===== src/sv/gpx_pkg.sv =====
// Package for the I2C GPIO expander register block.
// Holds word types, register/kind/status codes and the active-pin mask helper.
// No dependencies.
`timescale 1ns / 1ps

package gpx_pkg;

  localparam int PIN_COUNT = 16;  // 8..16
  localparam int CFG_AW    = 3;

  localparam logic [15:0] FULL_MASK = 16'((32'd1 << PIN_COUNT) - 32'd1);
  localparam logic [15:0] LOW_MASK  = 16'h00FF;

  // input item kinds
  localparam logic [2:0] KIND_START = 3'd0;
  localparam logic [2:0] KIND_OTHER = 3'd1;
  localparam logic [2:0] KIND_WRITE = 3'd2;
  localparam logic [2:0] KIND_READ  = 3'd3;
  localparam logic [2:0] KIND_PINS  = 3'd4;

  // register select codes
  localparam logic [7:0] REG_INPUT     = 8'd0;
  localparam logic [7:0] REG_OUTPUT    = 8'd1;
  localparam logic [7:0] REG_POLARITY  = 8'd2;
  localparam logic [7:0] REG_DIRECTION = 8'd3;

  // result status codes
  localparam logic [1:0] ST_OK    = 2'd0;
  localparam logic [1:0] ST_UNSUP = 2'd1;
  localparam logic [1:0] ST_RO    = 2'd2;

  // configuration register indexes
  localparam logic CFG_IDX_MODE = 1'b0;

  typedef struct packed {
    logic [2:0]  kind;
    logic [7:0]  data_byte;
    logic [15:0] pin_levels;
  } in_word_t;

  typedef struct packed {
    logic [7:0]  read_data;
    logic [15:0] pin_outputs;
    logic [1:0]  status;
  } out_word_t;

  function automatic logic [15:0] active_mask(input logic sixteen_bit_mode);
    return sixteen_bit_mode ? FULL_MASK : LOW_MASK;
  endfunction

endpackage


===== src/sv/i2c_gpio_expander_registers.sv =====
// Top level of the I2C GPIO expander register block.
// Handshake, two-entry result buffer and APB-style mode register; uses gpx_core.
// Depends on gpx_pkg.
//
// Usage:
//   The input channel (in_valid/in_stall/in_data) carries one word per bus
//   event or pin-level sample. Each accepted word yields exactly one result
//   word on the output channel (out_valid/out_stall/out_data), in order.
//   Each result word is formed combinationally and registered at the edge that
//   accepts its input word. Throughput is one word per cycle while in_stall is
//   low; the register updates are a single level of bitwise logic between the
//   input handshake and the result register.
//   A result register plus one skid entry sit on the output side, so a word
//   is still accepted while one result waits; in_stall rises only when both
//   entries are full, and falls as soon as the receiver takes a result.
//   The mode register (sixteen_bit_mode) is at address 0 of the APB-style
//   port; write it only while the block is idle.
//   Synchronous reset (rst_n low) clears the core state, empties both result
//   entries and sets sixteen_bit_mode to 1; the payload registers are not reset.
`timescale 1ns / 1ps

module i2c_gpio_expander_registers
  import gpx_pkg::*;
(
  input  logic              clk,
  input  logic              rst_n,
  input  logic              in_valid,
  output logic              in_stall,
  input  in_word_t          in_data,
  output logic              out_valid,
  input  logic              out_stall,
  output out_word_t         out_data,
  input  logic              psel,
  input  logic              penable,
  input  logic              pwrite,
  input  logic [CFG_AW-1:0] paddr,
  input  logic [31:0]       pwdata,
  output logic [31:0]       prdata,
  output logic              pready
);

  logic      mode_r;
  logic      out_valid_r, out_valid_nxt;
  logic      skid_valid_r, skid_valid_nxt;
  out_word_t out_r, skid_r, res;
  logic      in_fire, out_fire, cfg_wr;
  logic      reg_idx;

  assign reg_idx = paddr[CFG_AW-1];
  assign pready  = 1'b1;
  assign cfg_wr  = psel & penable & pwrite & pready & (reg_idx == CFG_IDX_MODE);
  assign prdata  = (reg_idx == CFG_IDX_MODE) ? {31'b0, mode_r} : 32'b0;

  always_ff @(posedge clk) begin
    if (!rst_n) begin
      mode_r <= 1'b1;
    end else if (cfg_wr) begin
      mode_r <= pwdata[0];
    end
  end

  assign in_stall  = skid_valid_r;
  assign in_fire   = in_valid & ~in_stall;
  assign out_valid = out_valid_r;
  assign out_data  = out_r;
  assign out_fire  = out_valid_r & ~out_stall;

  gpx_core u_core (
    .clk              (clk),
    .rst_n            (rst_n),
    .fire             (in_fire),
    .item             (in_data),
    .sixteen_bit_mode (mode_r),
    .res              (res)
  );

  always_comb begin
    out_valid_nxt  = out_valid_r;
    skid_valid_nxt = skid_valid_r;
    if (out_fire) begin
      out_valid_nxt  = skid_valid_r | in_fire;
      skid_valid_nxt = 1'b0;
    end else if (in_fire) begin
      if (out_valid_r) skid_valid_nxt = 1'b1;
      else             out_valid_nxt  = 1'b1;
    end
  end

  always_ff @(posedge clk) begin
    if (!rst_n) begin
      out_valid_r  <= 1'b0;
      skid_valid_r <= 1'b0;
    end else begin
      out_valid_r  <= out_valid_nxt;
      skid_valid_r <= skid_valid_nxt;
    end
  end

  // payload: older word always drains from the skid entry first
  always_ff @(posedge clk) begin
    if (out_fire) begin
      if (skid_valid_r)  out_r <= skid_r;
      else if (in_fire)  out_r <= res;
    end else if (in_fire && !out_valid_r) begin
      out_r <= res;
    end
    if (in_fire && out_valid_r && !out_fire) skid_r <= res;
  end

  a_skid_implies_out: assert property (@(posedge clk) disable iff (!rst_n)
    skid_valid_r |-> out_valid_r)
    else $error("skid entry full while result register empty");

  a_skid_only_on_stall: assert property (@(posedge clk) disable iff (!rst_n)
    $rose(skid_valid_r) |-> $past(out_valid_r && out_stall))
    else $error("skid entry filled without a stalled result");

  a_drain: assert property (@(posedge clk) disable iff (!rst_n)
    out_fire && !skid_valid_r && !in_fire |=> !out_valid_r)
    else $error("result register not emptied after handoff");

  a_ro_no_data: assert property (@(posedge clk) disable iff (!rst_n)
    out_valid_r && out_r.status == ST_RO |-> out_r.read_data == 8'h00)
    else $error("read-only error word carries read data");

  a_unsup_data: assert property (@(posedge clk) disable iff (!rst_n)
    out_valid_r && out_r.status == ST_UNSUP |->
      (out_r.read_data == 8'h00 || out_r.read_data == 8'hFF))
    else $error("unsupported register word has bad read data");

endmodule


===== src/sv/gpx_core.sv =====
// Register file and command decode of the GPIO expander.
// Updates state for each accepted word and forms its result word.
// Depends on gpx_pkg.
`timescale 1ns / 1ps

module gpx_core
  import gpx_pkg::*;
(
  input  logic      clk,
  input  logic      rst_n,
  input  logic      fire,
  input  in_word_t  item,
  input  logic      sixteen_bit_mode,
  output out_word_t res
);

  logic [7:0]  command_r, command_nxt;
  logic        expect_cmd_r, expect_cmd_nxt;
  logic [15:0] latch_r, latch_nxt;
  logic [15:0] polarity_r, polarity_nxt;
  logic [15:0] direction_r, direction_nxt;
  logic [15:0] input_r, input_nxt;
  logic [15:0] driven_r, driven_nxt;

  logic [7:0]  reg_sel;
  logic        lane_hi;
  logic [15:0] mask;
  logic [15:0] src;
  logic [7:0]  rd;
  logic [1:0]  status;

  function automatic logic [15:0] put_lane(input logic [15:0] r, input logic hi,
                                           input logic [7:0] b);
    return hi ? {b, r[7:0]} : {r[15:8], b};
  endfunction

  always_comb begin
    mask    = active_mask(sixteen_bit_mode);
    reg_sel = sixteen_bit_mode ? {1'b0, command_r[7:1]} : command_r;
    lane_hi = sixteen_bit_mode & command_r[0];

    command_nxt    = command_r;
    expect_cmd_nxt = expect_cmd_r;
    latch_nxt      = latch_r;
    polarity_nxt   = polarity_r;
    direction_nxt  = direction_r;
    input_nxt      = input_r;
    rd             = 8'h00;
    status         = ST_OK;
    src            = 16'hFFFF;

    case (item.kind)
      KIND_START: begin
        expect_cmd_nxt = 1'b1;
      end
      KIND_WRITE: begin
        if (expect_cmd_r) begin
          command_nxt    = item.data_byte;
          expect_cmd_nxt = 1'b0;
        end else begin
          case (reg_sel)
            REG_INPUT:     status = ST_RO;
            REG_OUTPUT:    latch_nxt = put_lane(latch_r, lane_hi, item.data_byte);
            REG_POLARITY:  polarity_nxt = put_lane(polarity_r, lane_hi, item.data_byte);
            REG_DIRECTION: direction_nxt = put_lane(direction_r, lane_hi, item.data_byte);
            default:       status = ST_UNSUP;
          endcase
        end
      end
      KIND_READ: begin
        case (reg_sel)
          REG_INPUT:     src = input_r;
          REG_OUTPUT:    src = latch_r;
          REG_POLARITY:  src = polarity_r;
          REG_DIRECTION: src = direction_r;
          default:       status = ST_UNSUP;
        endcase
        // unknown register reads all ones, lane does not matter
        rd = lane_hi ? src[15:8] : src[7:0];
      end
      KIND_PINS: begin
        input_nxt = item.pin_levels & mask;
      end
      default: begin
        // other bus events: no change
      end
    endcase

    // output pins follow the latch, input pins hold their last level
    driven_nxt = ((driven_r & direction_nxt) | (latch_nxt & ~direction_nxt)) & mask;

    res.read_data   = rd;
    res.pin_outputs = driven_nxt;
    res.status      = status;
  end

  always_ff @(posedge clk) begin
    if (!rst_n) begin
      command_r    <= '0;
      expect_cmd_r <= 1'b0;
      latch_r      <= '0;
      polarity_r   <= '0;
      direction_r  <= '0;
      input_r      <= '0;
      driven_r     <= '0;
    end else if (fire) begin
      command_r    <= command_nxt;
      expect_cmd_r <= expect_cmd_nxt;
      latch_r      <= latch_nxt;
      polarity_r   <= polarity_nxt;
      direction_r  <= direction_nxt;
      input_r      <= input_nxt;
      driven_r     <= driven_nxt;
    end
  end

endmodule


===== config.mk =====
export PLATFORM = sky130hd
export DESIGN_NAME = i2c_gpio_expander_registers
export DESIGN_NICKNAME = d
export VERILOG_FILES = /design/src/sv/gpx_pkg.sv /design/src/sv/i2c_gpio_expander_registers.sv /design/src/sv/gpx_core.sv
export SDC_FILE = /design/constraint.sdc
export NUM_CORES = 1
export LEC_CHECK = 0
export BUFFER_PORTS_ARGS = -buffer_cell sky130_fd_sc_hd__buf_2
export CORE_MARGIN = 10
export CORE_UTILIZATION = 60
export DETAILED_ROUTE_END_ITERATION = 10
export HOLD_SLACK_MARGIN = 0.06
export PLACE_DENSITY = 0.8
export SLEW_MARGIN = 25
export SYNTH_ARGS = -nofsm -noshare
export SYNTH_HDL_FRONTEND = slang
export SYNTH_SLANG_ARGS = --single-unit

===== constraint.sdc =====
create_clock -name clk -period 7.9 [get_ports clk]
set_input_delay 1.975 -clock clk [delete_from_list [all_inputs] [get_ports clk]]
set_output_delay 1.975 -clock clk [all_outputs]
set_load 0.005 [all_outputs]

=== Word level (Yosys, flattened, before mapping) ===
Cells that the tools add are included.

* Equal/unequal tests: 7
* Div/mod/pow operators: 0
* Bitwise logic cells: 19
* Magnitude comparators: 0
* Shift-type cells: 0
* $mul: 0
* $add $sub $neg: 0
* Reductions and logical operators: 20
* Mux-type cells: 25

{| class="wikitable"
|+ Operators by type and width
! cell !! number
|-
| two-way mux 16 bit || 9
|-
| two-way mux 26 bit || 4
|-
| AND 16 bit || 4
|-
| one-hot mux 16 bit (4 select lines) || 1
|-
| two-way mux 8 bit || 3
|-
| == test 8 x 2 -> 1 bit, second input constant || 2
|-
| NOT 16 bit || 1
|-
| OR 16 bit || 1
|-
| AND reduction 5 bit || 2
|-
| == test 8 x 1 -> 1 bit, second input constant || 1
|-
| logical NOT 8 bit || 1
|-
| one-hot mux 2 bit (2 select lines) || 2
|-
| AND reduction 2 bit || 4
|-
| AND 1 bit || 6
|-
| == test 3 x 2 -> 1 bit, second input constant || 2
|-
| NOT 1 bit || 6
|-
| nonzero test 2 bit || 3
|-
| two-way mux 1 bit || 4
|-
| OR reduction 4 bit || 1
|-
| == test 3 bit, second input constant || 1
|-
| logical AND 1 bit || 3
|-
| logical NOT 3 bit || 1
|-
| != test 3 bit, second input constant || 1
|-
| AND reduction 3 bit || 1
|-
| other kinds (6) || 7
|}

* Memory bits (writable): 0
* Register bits: 144
* Latch bits: 0
* Memories: 0
* Output and inout port bits: 61
* ROM bits: 0

=== Depth between registers and ports, before layout ===
Gate-level depths: netlist of run 1.

* Word-level depth: 12
* Mapped depth: 9
* Depth with buffers taken out: 5

=== Cells and area by module ===
Synthesis of run 1 repeated with hierarchy kept, for this count alone.

* Cell total of the unflattened synthesis: 782
* Area total of the unflattened synthesis: 7,868.8 um^2

{| class="wikitable"
|+ By module, submodules not included
! module !! cells each !! area an instance (um^2) !! times used
|-
| gpx_core || 648 || 5,491.5 || 1
|-
| i2c_gpio_expander_registers || 134 || 2,377.3 || 1
|}

=== Least setup slack after synthesis of run 1 ===
OpenSTA, ideal clock, no wires.

* Path type: input to register
* From: input in_valid
* To: register out_r, in the netlist out_data[0] (enable)
* Setup time: 418 ps
* Required time: 7,482 ps
* Cell stages on the path: 4
* Data arrival time: 3,699 ps
* Setup slack: 3,783 ps
* Path through: nor2b_1 -> clkbuf_1 -> a21oi_1 -> a21oi_1

* Word-level cells in the longest chain between the ends: 4
* Elaborated cells between the ends (all ways): 5
* Classes of those cells: eq/ne (1); bitwise (1); reduce/logical (3)

{| class="wikitable"
|+ RTL lines
! what !! line !! source
|-
| start: declaration || i2c_gpio_expander_registers.sv:27 || <nowiki>input logic in_valid,</nowiki>
|-
| AND 1 bit * || i2c_gpio_expander_registers.sv:63 || <nowiki>assign in_fire = in_valid & ~in_stall;</nowiki>
|-
| logical AND 1 bit || i2c_gpio_expander_registers.sv:104 || <nowiki>end else if (in_fire && !out_valid_r) begin</nowiki>
|-
| nonzero test 2 bit (no source line) || n/a ||
|-
| AND reduction 2 bit (no source line) * || n/a ||
|-
| end signal: assignment || i2c_gpio_expander_registers.sv:102 || <nowiki>if (skid_valid_r) out_r <= skid_r;</nowiki>
|-
| end signal: assignment || i2c_gpio_expander_registers.sv:103 || <nowiki>else if (in_fire) out_r <= res;</nowiki>
|-
| end signal: assignment || i2c_gpio_expander_registers.sv:105 || <nowiki>out_r <= res;</nowiki>
|-
| end: declaration || i2c_gpio_expander_registers.sv:45 || <nowiki>out_word_t out_r, skid_r, res;</nowiki>
|}

Every way passes the cells marked *; elsewhere a longest branch is shown, timed or not.
A chain may end at the register's enable or synchronous reset.

=== Worst setup path in the final report of run 1 ===
* From: input paddr[2]
* To: output prdata[0]

* Word-level cells in the longest chain between the ends: 1

{| class="wikitable"
|+ RTL lines
! what !! line !! source
|-
| start: declaration || i2c_gpio_expander_registers.sv:36 || <nowiki>input logic [CFG_AW-1:0] paddr,</nowiki>
|-
| two-way mux 1 bit || i2c_gpio_expander_registers.sv:52 || <nowiki>assign prdata = (reg_idx == CFG_IDX_MODE) ? {31'b0, mode_r} : 32'b0;</nowiki>
|-
| end: declaration || i2c_gpio_expander_registers.sv:38 || <nowiki>output logic [31:0] prdata,</nowiki>
|}

Every way passes these cells.

==> results of run 1 <==
-- where the power goes --
part	switching (W)	total [W]	internal [W]
Combinational	0.0000746	0.000116	0.0000411
Sequential	0.00000981	0.000796	0.000786
Clock	0.000304	0.000747	0.000443
Total	0.000389	0.00166	0.00127
-- metal layers --
layer  vias up  wire, um  GRT usage  part of all wire
li1       3098         -          -                 -
met1      3233      9568     0.3292              0.43
met2       408      9663     0.3610              0.44
met5         -         0          0                 0
met4         0       575    0.07895             0.026
met3        50      2326    0.06677              0.11
-- critical path, cell delays in order --
cell and delay (ps):
buf_2 100, nor2_1 70, buf_2 130
-- state kept, by name (all words and copies together), names as in the netlist --
| name | cells |
|---|---|
| out_data | 26 |
| skid_r | 26 |
| u_core.direction_r | 16 |
| u_core.driven_r | 16 |
| u_core.input_r | 16 |
| u_core.latch_r | 16 |
| u_core.polarity_r | 16 |
| u_core.command_r | 8 |
| in_stall | 1 |
| mode_r | 1 |
| out_valid | 1 |
| u_core.expect_cmd_r | 1 |
-- per-stage QoR --
step,utilization,instances,total power [W]
after detailed placement,0.6424,1021,0.0009243
final,0.6859,1053,0.001659
after floorplan,-,867,0.0008898
after global routing,0.6857,1052,0.001712
after global placement,0.6423,1021,0.0009201
after CTS,0.6857,1052,0.001665
-- worst min path at each step --
stage / startpoint / to / slack [ps] / cells after the start
final: u_core.input_r[11] / u_core.input_r[11] / 470 / 2
after floorplan: u_core.driven_r[10] / u_core.driven_r[10] / 440 / 2
after detailed placement: u_core.driven_r[14] / u_core.driven_r[14] / 460 / 2
after global routing: u_core.input_r[11] / u_core.input_r[11] / 490 / 2
after CTS: u_core.driven_r[14] / u_core.driven_r[14] / 470 / 2
after global placement: u_core.driven_r[9] / u_core.driven_r[9] / 450 / 2
-- cells in the final DEF, fill, tap and decap left out, types with 13 or more instances in the layout --
cell type and n:
dfxtp_1 91, edfxtp_1 52, o31ai_1 13, mux2i_1 68
nor3_1 20, inv_1 14, a221o_1 13, o21ai_0 16
conb_1 32, a21boi_0 33, buf_2 64, nand2_1 105
a21oi_1 28, nor2_1 39, mux2_2 13, nor2b_1 48
clkbuf_16 19, nand3_1 24
-- cells by family after synthesis --
kind of cell,count (synthesis),share of synthesized area
AOI/OAI and AO/OA,203,0.1982
buffers and inverters,108,0.06727
DFF,144,0.4285
muxes,81,0.1041
other,2,0.0009457
and+or+nand+nor,299,0.2009
-- layout make-up --
class | instances | area share
antenna | 1 | 0.0002856
clock buffer | 22 | 0.05670
clock inverter | 9 | 0.006427
inverter | 15 | 0.006427
multi-input combinational | 615 | 0.4710
sequential | 144 | 0.3886
tap | 172 | 0.02456
timing repair buffer | 75 | 0.04599
==> impl_metrics.yaml, run 1 <==
run_status:
  status: "finished clean"
global_routing:
  track_usage: 0.2414
  grt_max_degree: 97
  grt_first_pass_wirelength_mm: 35.17
  antenna_found_initial: 0
  grt_overflow: 0
  grt_pass1_vias: 6529
route:
  first_iter_violations: 1012
  drt-total-wl_mm: 22.13
  dr.pass1.iters: 5
  wire_per_inst_um: 21.02
  drc: 0
  vias: 6789
  vias_per_cell: 6.447
  ant_nets: 0
yosys:
  synth_most_common_cell: "nand2_1"
  ys_seq_area_frac: 0.4285
  avgSynthCellArea_um2: 9.488
  yosysTopAreaCell: "dfxtp_1"
  synth.top_cells.by_area: "dfxtp_1 (23%), edfxtp_1 (20%), mux2i_1 (8.6%)"
  syn_inst: 837
  synth_cell_types: 68
  synth.top_cells.by_count: "nand2_1 (105), dfxtp_1 (92), mux2i_1 (68)"
  synth_top_cell_area_share: 0.2319
  synthFlopType: "dfxtp_1"
  yosys_warnings: 0
  synth-edff-count: 52
  ys_ff_latch: 144
  netlist_area_mm2: 0.007941
  async_reset_ff_frac: 0
hold_path:
  hold_class: "reg -> reg"
clock_network:
  cts_hold_buf: 0
  clkLatencyLatePin_ps: 430
  clkTransAtPathRegs_ps: 50
  htree_levels: 4
  post_cts_buffers: 0
  clockBufferDepth: 2
  numCtsBuffers: 17
  cts_resized: 0
  cts_tree: "yes"
  cts_root_buf: "clkbuf_16"
  clock-sinks: 144
setup_path:
  r2r_slack_ps: 4770
  r2r_cells: 6
  r2r_end: "u_core.polarity_r[7]"
  cp.arrival_ps: 2280
  worstSetupEndpoint: "prdata[0]"
  required_ps: 5930
  r2r_start: "u_core.command_r[2]"
  critPathLaunchType: "input port"
  path_max_fanout: 2
  crit_start: "paddr[2]"
  critPathCaptureType: "output port"
  setup.worst_path.class: "in -> out"
sta:
  finalCritPeriodShare: 0.5386
  holdWs_ps: 465.5
  skew_ps: 8.934
  period_minus_slack_ps: 4255
  max_slew_margin: 0.3573
  setup_viol: 0
  slew_violations: 0
  fin_ws_ps: 3645
  rsz0062_at_grt: "false"
  tightest_slew_ps: 961.2
  max_freq_ghz: 0.2350
  fin_tns_setup_ps: 0
  finalHoldViolations: 0
pwr:
  cellPowerDensity_mw_per_mm2: 189.3
  peakVddDrop_uv: 105.4
  p_leak_nw: 3.066
placed_design:
  pre_cts_slack_ps: 3314
  dp_hpwl_mm: 15.28
  portBuffers: 64
  dpl_cell_area_mm2: 0.008205
  place.gp.congestion: 0.9018
floorplan:
  design.die.area_mm2: 0.01824
  die_y_um: 135.0
  core_area_mm2: 0.01277
  ios: 130
  die_w_um: 135.0
  num_rows: 41
  start_util: 0.6217
final_layout:
  multi_input_area_mm2: 0.004126
  nets: 937
  layout-drive-gt1-share: 0.1636
  stdcell_area_mm2: 0.008761
  fill_cells: 1023
  regArea_mm2: 0.003405
  synthToLayoutAreaGrowth_pct: 10.32
job:
  maxCapViolations: 0
(Power assumes the default switching activity.)
==> run 2, diff against run 1 <==
Settings changed: ABC_AREA from default to 1, CORE_UTILIZATION 60 to 51, PLACE_DENSITY 0.8 to 0.73.
Clock period 7.9 ns to 3.6 ns, I/O delays scaled along.
==> run 2 against run 1 <==
Compared with the run above: final cell count is 16% higher; critical path depth increased by 9; clock skew shrank 4.7 ps; combinational power increased to 3.4 times the previous value; highest routed layer unchanged.
==> impl_metrics.yaml, run 2 <==
run_status:
  status: "finished clean"
route:
  ant_nets: 0
  vias_per_cell: 4.956
  vias: 6046
  drt-total-wl_mm: 17.16
  first_iter_violations: 494
  drc: 0
  wire_per_inst_um: 14.07
  dr.pass1.iters: 5
sta:
  max_slew_margin: 0.4878
  skew_ps: 4.273
  rsz0062_at_grt: "false"
  slew_violations: 0
  period_minus_slack_ps: 2702
  setup_viol: 0
  holdWs_ps: 443.6
  max_freq_ghz: 0.3701
  finalCritPeriodShare: 0.7506
  finalHoldViolations: 0
  fin_tns_setup_ps: 0
  tightest_slew_ps: 748.9
global_routing:
  grt_overflow: 0
  track_usage: 0.1796
  grt_max_degree: 75
  grt_pass1_vias: 5593
  antenna_found_initial: 0
  grt_first_pass_wirelength_mm: 28.35
final_layout:
  n_antenna_cell: 0
  layout-drive-gt1-share: 0.1212
  layout_commonest_cell: "nand2_1"
  multi_input_area_mm2: 0.002818
  nets: 1096
  fill_cells: 1348
  mostFrequentLayoutCells: "nand2_1 (251), inv_1 (155), dfxtp_1 (92)"
  regArea_mm2: 0.003403
  stdcell_area_mm2: 0.008150
  synthToLayoutAreaGrowth_pct: 14.60
pwr:
  peakVddDrop_uv: 279.8
  power_switching_w: 0.0009590
  pwr-share-clk: 0.470
  switching_share: 0.2289
  intPower_w: 0.003230
  p_leak_nw: 3.987
  power_frac_seq: 0.436
  cellPowerDensity_mw_per_mm2: 514.0
  power_frac_comb: 0.094
clock_network:
  clockBufferDepth: 2
  clkLatencyLatePin_ps: 430
  clkTransAtPathRegs_ps: 60
  clock-sinks: 144
  post_cts_buffers: 0
  htree_levels: 4
  cts_tree: "yes"
  numCtsBuffers: 17
  cts_root_buf: "clkbuf_16"
  cts_resized: 0
  cts_hold_buf: 0
yosys:
  yosysTopAreaCell: "dfxtp_1"
  ys_ff_latch: 144
  avgSynthCellArea_um2: 7.339
  syn_inst: 969
  synth_most_common_cell: "nand2_1"
  synth.top_cells.by_count: "nand2_1 (251), inv_1 (156), dfxtp_1 (92)"
  netlist_area_mm2: 0.007112
  yosys_warnings: 0
  synth_cell_types: 28
  async_reset_ff_frac: 0
  synth_top_cell_area_share: 0.2590
  synthFlopType: "dfxtp_1"
  synth-edff-count: 52
  synth.top_cells.by_area: "dfxtp_1 (26%), edfxtp_1 (22%), nand2_1 (13%)"
  ys_seq_area_frac: 0.4785
placed_design:
  dp_hpwl_mm: 12.37
  dpl_cell_area_mm2: 0.007491
  portBuffers: 64
  place.gp.congestion: 0.9361
job:
  maxCapViolations: 0
hold_path:
  hold_path.startpoint: "u_core.polarity_r[4]"
  hold_class: "reg -> reg"
setup_path:
  cp_num_buf_inv: 2
  setup.worst_path.class: "reg -> reg"
  path_max_fanout: 21
  path_common_cell: "nand2_1"
  r2r_start: "mode_r"
  critPathLaunchType: "flip-flop"
  r2r_slack_ps: 900
  required_ps: 3780
  cp.arrival_ps: 2880
  path_cells: "buf_4 -> nand2_1 -> o21ai_1 -> nand2_1 -> nor2_1 -> nand2_1 -> o21ai_0 -> inv_1 -> nand2_1 -> o21ai_1 -> nand2_1 -> nand2_1"
  critPathMaxStageDelay_ps: 400
  critical-path-slowest-cell: "dfxtp_1"
  critPathCaptureType: "flip-flop"
  crit_start: "mode_r"
  critPathTopFamily: "simple AND/OR/NAND/NOR gates"
floorplan:
  start_util: 0.5164
  ios: 130
  design.die.area_mm2: 0.01907
  num_rows: 43
  die_y_um: 138.1
  die_w_um: 138.1
  core_area_mm2: 0.01377
[run 2: cell families (layout without fill, tap and decap cells)]
logic type             Yosys count  after routing  share of synthesized area
AO/OA/AOI/OAI                  190            190                     0.1450
buffers and inverters          233            274                     0.1420
flip-flops                     144            144                     0.4785
other                            2             32                   0.001056
AND/OR/NAND/NOR                400            400                     0.2335
[run 2: metal layers]
metal / routed length (um) / vias to the layer above / part of all wire / track usage
met5: 0 / - / 0 / 0
li1: - / 3137 / - / -
met2: 7445 / 206 / 0.43 / 0.2706
met3: 1421 / 22 / 0.083 / 0.04760
met4: 239 / 0 / 0.014 / 0.06160
met1: 8052 / 2681 / 0.47 / 0.2433
[run 2: area by class of cell]
class | count | share of cell area
sequential | 144 | 0.4176
multi-input combinational | 622 | 0.3457
inverter | 163 | 0.07507
clock buffer | 20 | 0.05480
timing repair buffer | 79 | 0.05312
tap | 180 | 0.02763
clock inverter | 12 | 0.02610
[run 2: metrics by stage]
stage	setup WS (ps)	instances	power, W	util
finish	897.9	1220	0.004189	0.5918
global route	580.6	1220	0.004341	0.5918
CTS	923.0	1220	0.004203	0.5918
detailed placement	726.5	1188	0.002249	0.5439
global placement	757.4	1188	0.002237	0.5439
floorplan	162.8	999	0.002135	-
[run 2: tightest hold or removal path, cell delays in order, from the launching register on]
cell     delay, ps
dfxtp_1        300
inv_1           40
a21oi_1         50
[run 2: final timing paths]
check | to | cells past startpoint
max | out_data[3] | 12
min | u_core.polarity_r[4] | 2
max reg2reg | out_data[3] | 12
min reg2reg | u_core.polarity_r[4] | 2
[run 2: power groups by stage]
stage          Combinational (W)  Sequential [W]  Clock [W]
3_5_place_dp            0.000389         0.00186          0
4_1_cts                 0.000392         0.00183    0.00198
5_1_grt                 0.000451         0.00184    0.00205
3_3_place_gp            0.000379         0.00186          0
2_1_floorplan           0.000278         0.00186          0
6_report                0.000394         0.00183    0.00197
